--- config.mk ---
export PLATFORM = sky130hd
export DESIGN_NAME = lbbt_pos
export DESIGN_NICKNAME = d
export VERILOG_FILES = /design/src/rtl/core/lbbt_pkg.sv /design/src/rtl/core/lbbt_pos.sv
export SDC_FILE = /design/constraint.sdc
export NUM_CORES = 1
export LEC_CHECK = 0
export ABC_AREA = 1
export BUFFER_PORTS_ARGS = -buffer_cell sky130_fd_sc_hd__buf_2
export CAP_MARGIN = 20
export CORE_UTILIZATION = 55
export CTS_CLUSTER_SIZE = 12
export DETAILED_ROUTE_END_ITERATION = 7
export GPL_ROUTABILITY_DRIVEN = 0
export PLACE_DENSITY = 0.81
export SETUP_SLACK_MARGIN = 0.15
export SLEW_MARGIN = 20
export SYNTH_ARGS = -nofsm -noshare
export SYNTH_HDL_FRONTEND = slang
export SYNTH_SLANG_ARGS = --single-unit
export TNS_END_PERCENT = 5
--- constraint.sdc ---
create_clock -name clk -period 3.3 [get_ports clk]
set_input_delay 0 -clock clk [delete_from_list [all_inputs] [get_ports clk]]
set_output_delay 0 -clock clk [all_outputs]
set_load 0.1 [all_outputs]
--- src/rtl/core/lbbt_pkg.sv ---
// Shared types and constants for the label bounding box tracker.
// Used by every module under rtl/core; depends on nothing.

package lbbt_pkg;

	localparam int KIND_W         = 2;
	localparam int LABEL_W        = 8;
	localparam int DIM_W          = 11;
	localparam int BOX_FIELDS     = 6;
	localparam int CFG_INDEX_W    = 2;
	localparam int LABEL_COUNT_DEF = 256;
	localparam int COORD_BITS_DEF  = 10;
	localparam logic [DIM_W-1:0] DIM_RESET = 11'd1024;

	// input word kinds
	typedef enum logic [KIND_W-1:0] {
		KIND_VOXEL = 2'd0,
		KIND_QUERY = 2'd1,
		KIND_START = 2'd2
	} kind_t;

	// configuration register indexes
	localparam logic [CFG_INDEX_W-1:0] REG_DIM_X = 2'd0;
	localparam logic [CFG_INDEX_W-1:0] REG_DIM_Y = 2'd1;
	localparam logic [CFG_INDEX_W-1:0] REG_DIM_Z = 2'd2;

	// position counter control
	typedef struct packed {
		logic step;
		logic restart;
	} pos_ctl_t;

	// word leaving the first stage, as seen by the box table
	typedef struct packed {
		logic               fire;
		kind_t              kind;
		logic [LABEL_W-1:0] label;
	} tbl_op_t;

endpackage

--- src/rtl/core/lbbt_pos.sv ---
// Raster position counter (x fastest, then y, then z) for the tracker.
// Depends on lbbt_pkg.

module lbbt_pos #(
	parameter int COORD_BITS = lbbt_pkg::COORD_BITS_DEF
) (
	input  logic                          clk,
	input  logic                          arst_n,
	input  lbbt_pkg::pos_ctl_t            ctl,
	input  logic [lbbt_pkg::DIM_W-1:0]    dim_x,
	input  logic [lbbt_pkg::DIM_W-1:0]    dim_y,
	input  logic [lbbt_pkg::DIM_W-1:0]    dim_z,
	output logic [COORD_BITS-1:0]         pos_x,
	output logic [COORD_BITS-1:0]         pos_y,
	output logic [COORD_BITS-1:0]         pos_z
);

	localparam int CW = (COORD_BITS + 1 > lbbt_pkg::DIM_W) ? COORD_BITS + 1 : lbbt_pkg::DIM_W;

	// clamp a dimension to 1 .. 2^COORD_BITS
	function automatic logic [CW-1:0] eff_dim(input logic [lbbt_pkg::DIM_W-1:0] d);
		logic [CW-1:0] de;
		logic [CW-1:0] lim;
		de  = CW'(d);
		lim = CW'(1) << COORD_BITS;
		if (d == '0) begin
			return CW'(1);
		end
		if (de > lim) begin
			return lim;
		end
		return de;
	endfunction

	logic [COORD_BITS-1:0] pos_x_q, pos_y_q, pos_z_q;
	logic [CW-1:0]         inc_x, inc_y, inc_z;
	logic                  room_x, room_y, room_z;

	assign inc_x  = CW'(pos_x_q) + CW'(1);
	assign inc_y  = CW'(pos_y_q) + CW'(1);
	assign inc_z  = CW'(pos_z_q) + CW'(1);
	assign room_x = inc_x < eff_dim(dim_x);
	assign room_y = inc_y < eff_dim(dim_y);
	assign room_z = inc_z < eff_dim(dim_z);

	always_ff @(posedge clk or negedge arst_n) begin
		if (!arst_n) begin
			pos_x_q <= '0;
			pos_y_q <= '0;
			pos_z_q <= '0;
		end else if (ctl.restart) begin
			pos_x_q <= '0;
			pos_y_q <= '0;
			pos_z_q <= '0;
		end else if (ctl.step) begin
			if (room_x) begin
				pos_x_q <= inc_x[COORD_BITS-1:0];
			end else begin
				pos_x_q <= '0;
				if (room_y) begin
					pos_y_q <= inc_y[COORD_BITS-1:0];
				end else begin
					pos_y_q <= '0;
					pos_z_q <= room_z ? inc_z[COORD_BITS-1:0] : '0;
				end
			end
		end
	end

	assign pos_x = pos_x_q;
	assign pos_y = pos_y_q;
	assign pos_z = pos_z_q;

endmodule

### Yosys cells after proc, flatten, opt, wreduce, memory -nomap -nowiden

Cells that the tools add are included.

* reductions and logical operators: 6
* equality and inequality tests: 2
* $lt $le $gt $ge: 6
* add/subtract/negate cells: 3
* mux-type cells: 33

Operators by type and width (count)
* two-way mux 11 bit: 12
* two-way mux 10 bit: 12
* adder 10 x 1 -> 11 bit, second input constant: 3
* > comparator 11 bit, second input constant: 3
* zero test 11 bit: 3
* < comparator 11 bit: 3
* two-way mux 1 bit: 9
* inequality test 2 bit, second input constant: 2
* AND reduction 3 bit: 1
* AND reduction 2 bit: 1
* nonzero test 2 bit: 1

* logic and storage cells: 53
* bits in registers: 30

### Depth between registers and ports, before layout

* word-level depth: 11
* mapped depth: 17
* depth with buffers taken out: 17

### Worst setup path after synthesis

Ideal clock, no wire load.

* path type: flip-flop to flip-flop
* start: reg pos_y_q[0] (netlist: pos_y[0])
* end: reg pos_z_q[0] (netlist: pos_z[0])
* data arrival time: 3.240 ns
* stages on the path, launching flop included: 16
* path slack: -0.060 ns
* clock period less this slack: 3.360 ns
* setup time: 0.120 ns
* cells stage by stage: dfrtp_1 -> ha_1 -> nand4_1 -> nor2_1 -> nand3_1 -> xor2_1 -> ha_1 -> nand2_1 -> inv_1 -> o21ai_0 -> nand2_1 -> nor2_2 -> nand3_4 -> buf_6 -> nand4_1 -> nand2_1

* longest elaborated chain between the ends: 4

RTL lines
* start, declared: RTL line lbbt_pos.sv:35 `logic [COORD_BITS-1:0] pos_x_q, pos_y_q, pos_z_q;`
* start signal, assigned: RTL line lbbt_pos.sv:61 `pos_y_q <= inc_y[COORD_BITS-1:0];`
* adder 10 x 1 -> 11 bit: RTL line lbbt_pos.sv:40 `assign inc_y = CW'(pos_y_q) + CW'(1);`
* < comparator 11 bit: RTL line lbbt_pos.sv:43 `assign room_y = inc_y < eff_dim(dim_y);`
* inequality test 2 bit (no source line)
* AND reduction 3 bit (no source line)
* end signal, assigned: RTL line lbbt_pos.sv:64 `pos_z_q <= room_z ? inc_z[COORD_BITS-1:0] : '0;`
* end, declared: RTL line lbbt_pos.sv:35

Every way passes these cells.
A chain may end at the register's enable or synchronous reset.

### Worst setup path in the final report

* start: reg pos_x_q[2] (netlist: pos_x[2])
* end: reg pos_x_q[6] (netlist: pos_x[6])

* longest elaborated chain between the ends: 5

RTL lines
* start, declared: RTL line lbbt_pos.sv:35
* start signal, assigned: RTL line lbbt_pos.sv:57 `pos_x_q <= inc_x[COORD_BITS-1:0];`
* adder 10 x 1 -> 11 bit *: RTL line lbbt_pos.sv:39 `assign inc_x = CW'(pos_x_q) + CW'(1);`
* < comparator 11 bit: RTL line lbbt_pos.sv:42 `assign room_x = inc_x < eff_dim(dim_x);`
* two-way mux 10 bit *: RTL line lbbt_pos.sv:56 `if (room_x) begin`
* two-way mux 10 bit *: RTL line lbbt_pos.sv:55 `end else if (ctl.step) begin`
* two-way mux 10 bit *: RTL line lbbt_pos.sv:51 `end else if (ctl.restart) begin`

Mark *: on every way between the ends. The rest lies on a longest branch, timed or not. The select of a mux whose other input is x is not followed.

==> qor.csv <==
metric,value,unit
run_status,finished clean,
relative_area_change_from_synthesis_to_final_layout,17.0,%
timing.critical_path.to_type,register,
hold_sp,ctl[0],
floorplan.die.height,75.6,um
final_antenna_net_count,0,
design.portCount,67,
timing_worst_slew_pin_value,0.786,ns
grt_antenna_before_repair,0,
cts-root-to-sink-buffers,2,
final_common_cell,nand2_1,
number_of_filler_cells_placed_in_the_layout,471,
finalSetupViolations,0,
design.core.area,5170,um^2
hold_ws,0.102,ns
routed-via-count,3018,
skew,0.00563,ns
clock_insertion_delay_worst_skew,0.28,ns
final-max-slew-violation-count,0,
drive_gt1_frac,0.222,
clkSinkCount,30,
ctsHtreeMaxLevel,2,
synthXorXnorAreaFrac,0.0500,
row_count,26,
maxCapViolations,0,
post_dp_hpwl,5.31,mm
grt_max_degree,34,
arrival,2.97,ns
worstSetupPathType,register to register,
remaining_drc_errors,0,
netlist_area,2980,um^2
achievable-frequency,351,MHz
syn-mean-instance-area,6.96,um^2
ir_drop,0.000333,V
detailedPlace.worstSlack,0.324,ns
synth-seq-cells,30,
slew-limit-headroom,0.476,
cp.required,3.42,ns
timing.reg2reg.worst_path_depth,16,
synth_compound_area_frac,0.0873,
synth_top_family_by_area,simple AND/OR/NAND/NOR gates,
overall_global_routing_resource_usage,0.264,
avgViaCountPerCell,5.30,
whs_endpoint,pos_z[0],
netlist.area_leader.share,0.252,
drt_pass1_iterations,4,
yosys_most_used_dff,dfrtp_1,
cts.reportedPaths.clkPinSlew,0.06,ns
postLayoutSetupSlackWorst,0.453,ns
layout_min_cycle_time,2.85,ns
synth.net_count,498,
grt_first_pass_wirelength,11.6,mm
portBuffers,66,
initial_core_utilization,0.576,
synth-simple-area-share,0.380,
fp.dieArea,5720,um^2
report.final.hold_viol_count,0,
fp.dieW,75.6,um
async_flop_share,1.00,
timing.hold.worst_path_depth,5,
fin_setup_tns,0,ns
layout.cells.most_common_list,"118 x nand2_1, 66 x buf_2, 54 x inv_1",
synth_warn,0,
route.final.wire_length,6.87,mm
synth_edf_count,0,
numCtsBuffers,5,
initialDrtViolationCount,162,
path_max_fanout,10,
fin_crit_sh,0.863,
synth_area_leader_cell,dfrtp_1,
yosys.area_share.adder,0.139,
hold_class,input pin to register,
yosysSeqAreaShare,0.252,
global_route.overflow_total,0,
setup_repair_after_global_routing_missed_its_margin,false,
wire_per_inst,12.1,um
synth.top_cells.by_area,"dfrtp_1 25%, nand2_1 15%, ha_1 14%, inv_1 6.8%, nand3_1 5.2%",
total_leakage_power,1.89,nW
root_buffer,clkbuf_8,
final_net_count,569,
power-per-cell-area,344,nW/um^2
antenna-diode-count,0,
worst_r2r_endpoint,pos_x[6],
ff2ff_setup_slack,0.45,ns
tritoncts,done,
grt_pass1_vias,2763,
synth.mux.area_fraction,0,
crit-reg2reg-launch,pos_x[2],
synth.lib_cells_used.distinct,32,
worstSetupStartpointType,register,
syn-instance-count,428,
==> power breakdown <==
group          internal [mW]  switching, mW  leakage, nW
clock                  0.145          0.133       0.0383
combinational          0.134          0.363         1.44
sequential             0.392         0.0315        0.404
total                  0.672          0.528         1.89
==> critical path: stages, from the launching register on <==
cell and delay [ns]:
dfrtp_2 0.40, inv_1 0.07, nor3_2 0.27, nand4_1 0.18
nor2_1 0.19, nand3_1 0.11, xor2_1 0.17, ha_1 0.28
nand2_1 0.04, inv_1 0.07, nand3_1 0.10, nor3_1 0.22
nand2_2 0.14, nand3_4 0.17, inv_4 0.10, nand3_1 0.09
o21ai_0 0.11
==> registers in the layout, summed over array words and instances, names as in the netlist <==
name	count
pos_z	10
pos_y	10
pos_x	10
==> synthesized netlist by cell type, types with 2 or more instances <==
master	number
nand2_2	5
nor3_1	12
o21ai_0	24
dfrtp_1	30
inv_1	54
nand4_1	23
nand3_4	3
o21ai_2	2
nand3_2	3
xnor2_1	2
buf_2	3
buf_6	2
ha_1	33
nor2_1	35
a21oi_1	14
or2_2	2
xor2_1	15
nand3_1	31
clkbuf_1	2
nand2_1	118
nor2_2	4
==> repair_timing <==
item / in CTS / in global routing
hold buffers: 1 / 0
endpoints found under the setup margin: 0 / 21
endpoints found under the hold margin: 30 / 0
gates resized for setup: 0 / 4
setup buffers: 0 / 3
==> cells by family (layout without fill, tap and decap cells) <==
group,Yosys count,count (layout)
AOI/OAI and AO/OA,44,44
xor gates and xnor gates,17,17
adders and majority gates,33,33
buffers and inverters,64,134
DFF,30,30
and+or+nand+nor,240,241
==> per-stage QoR <==
stage          total power [mW]  cell area, um^2  std cells  utilization
3_3_place_gp              0.904             3350        557        0.648
2_1_floorplan             0.807             2990        428            -
3_5_place_dp              0.921             3350        557        0.648
4_1_cts                    1.20             3440        565        0.665
5_1_grt                    1.28             3490        569        0.674
6_report                   1.20             3490        569        0.674
==> metal layers <==
layer	up-vias	wire (um)	GRT usage
met1	1395	3060	0.322
met5	-	0	0
met2	64	3450	0.465
met4	0	84	0.0967
li1	1550	-	-
met3	9	276	0.0463
==> how the worst max path moves through the flow <==
stage                        start       end  slack (ns)  cells after the start
after detailed placement  pos_x[0]  pos_x[2]        0.32                     15
after global placement    pos_x[0]  pos_x[8]        0.45                     15
after global routing      pos_x[2]  pos_z[8]        0.19                     16
after CTS                 pos_x[0]  pos_x[6]        0.28                     15
final                     pos_x[2]  pos_x[6]        0.45                     16
after floorplan           pos_x[3]  pos_y[7]        0.15                     15
==> cell type report <==
type,count,area [um^2],area share
Clock buffer,7,76.3,0.0219
Multi-Input combinational cell,335,1980,0.567
Timing Repair Buffer,72,378,0.108
Inverter,55,209,0.0599
Tap cell,70,87.6,0.0251
Sequential cell,30,758,0.217
Note: power is estimated with default switching activity, not from simulation.
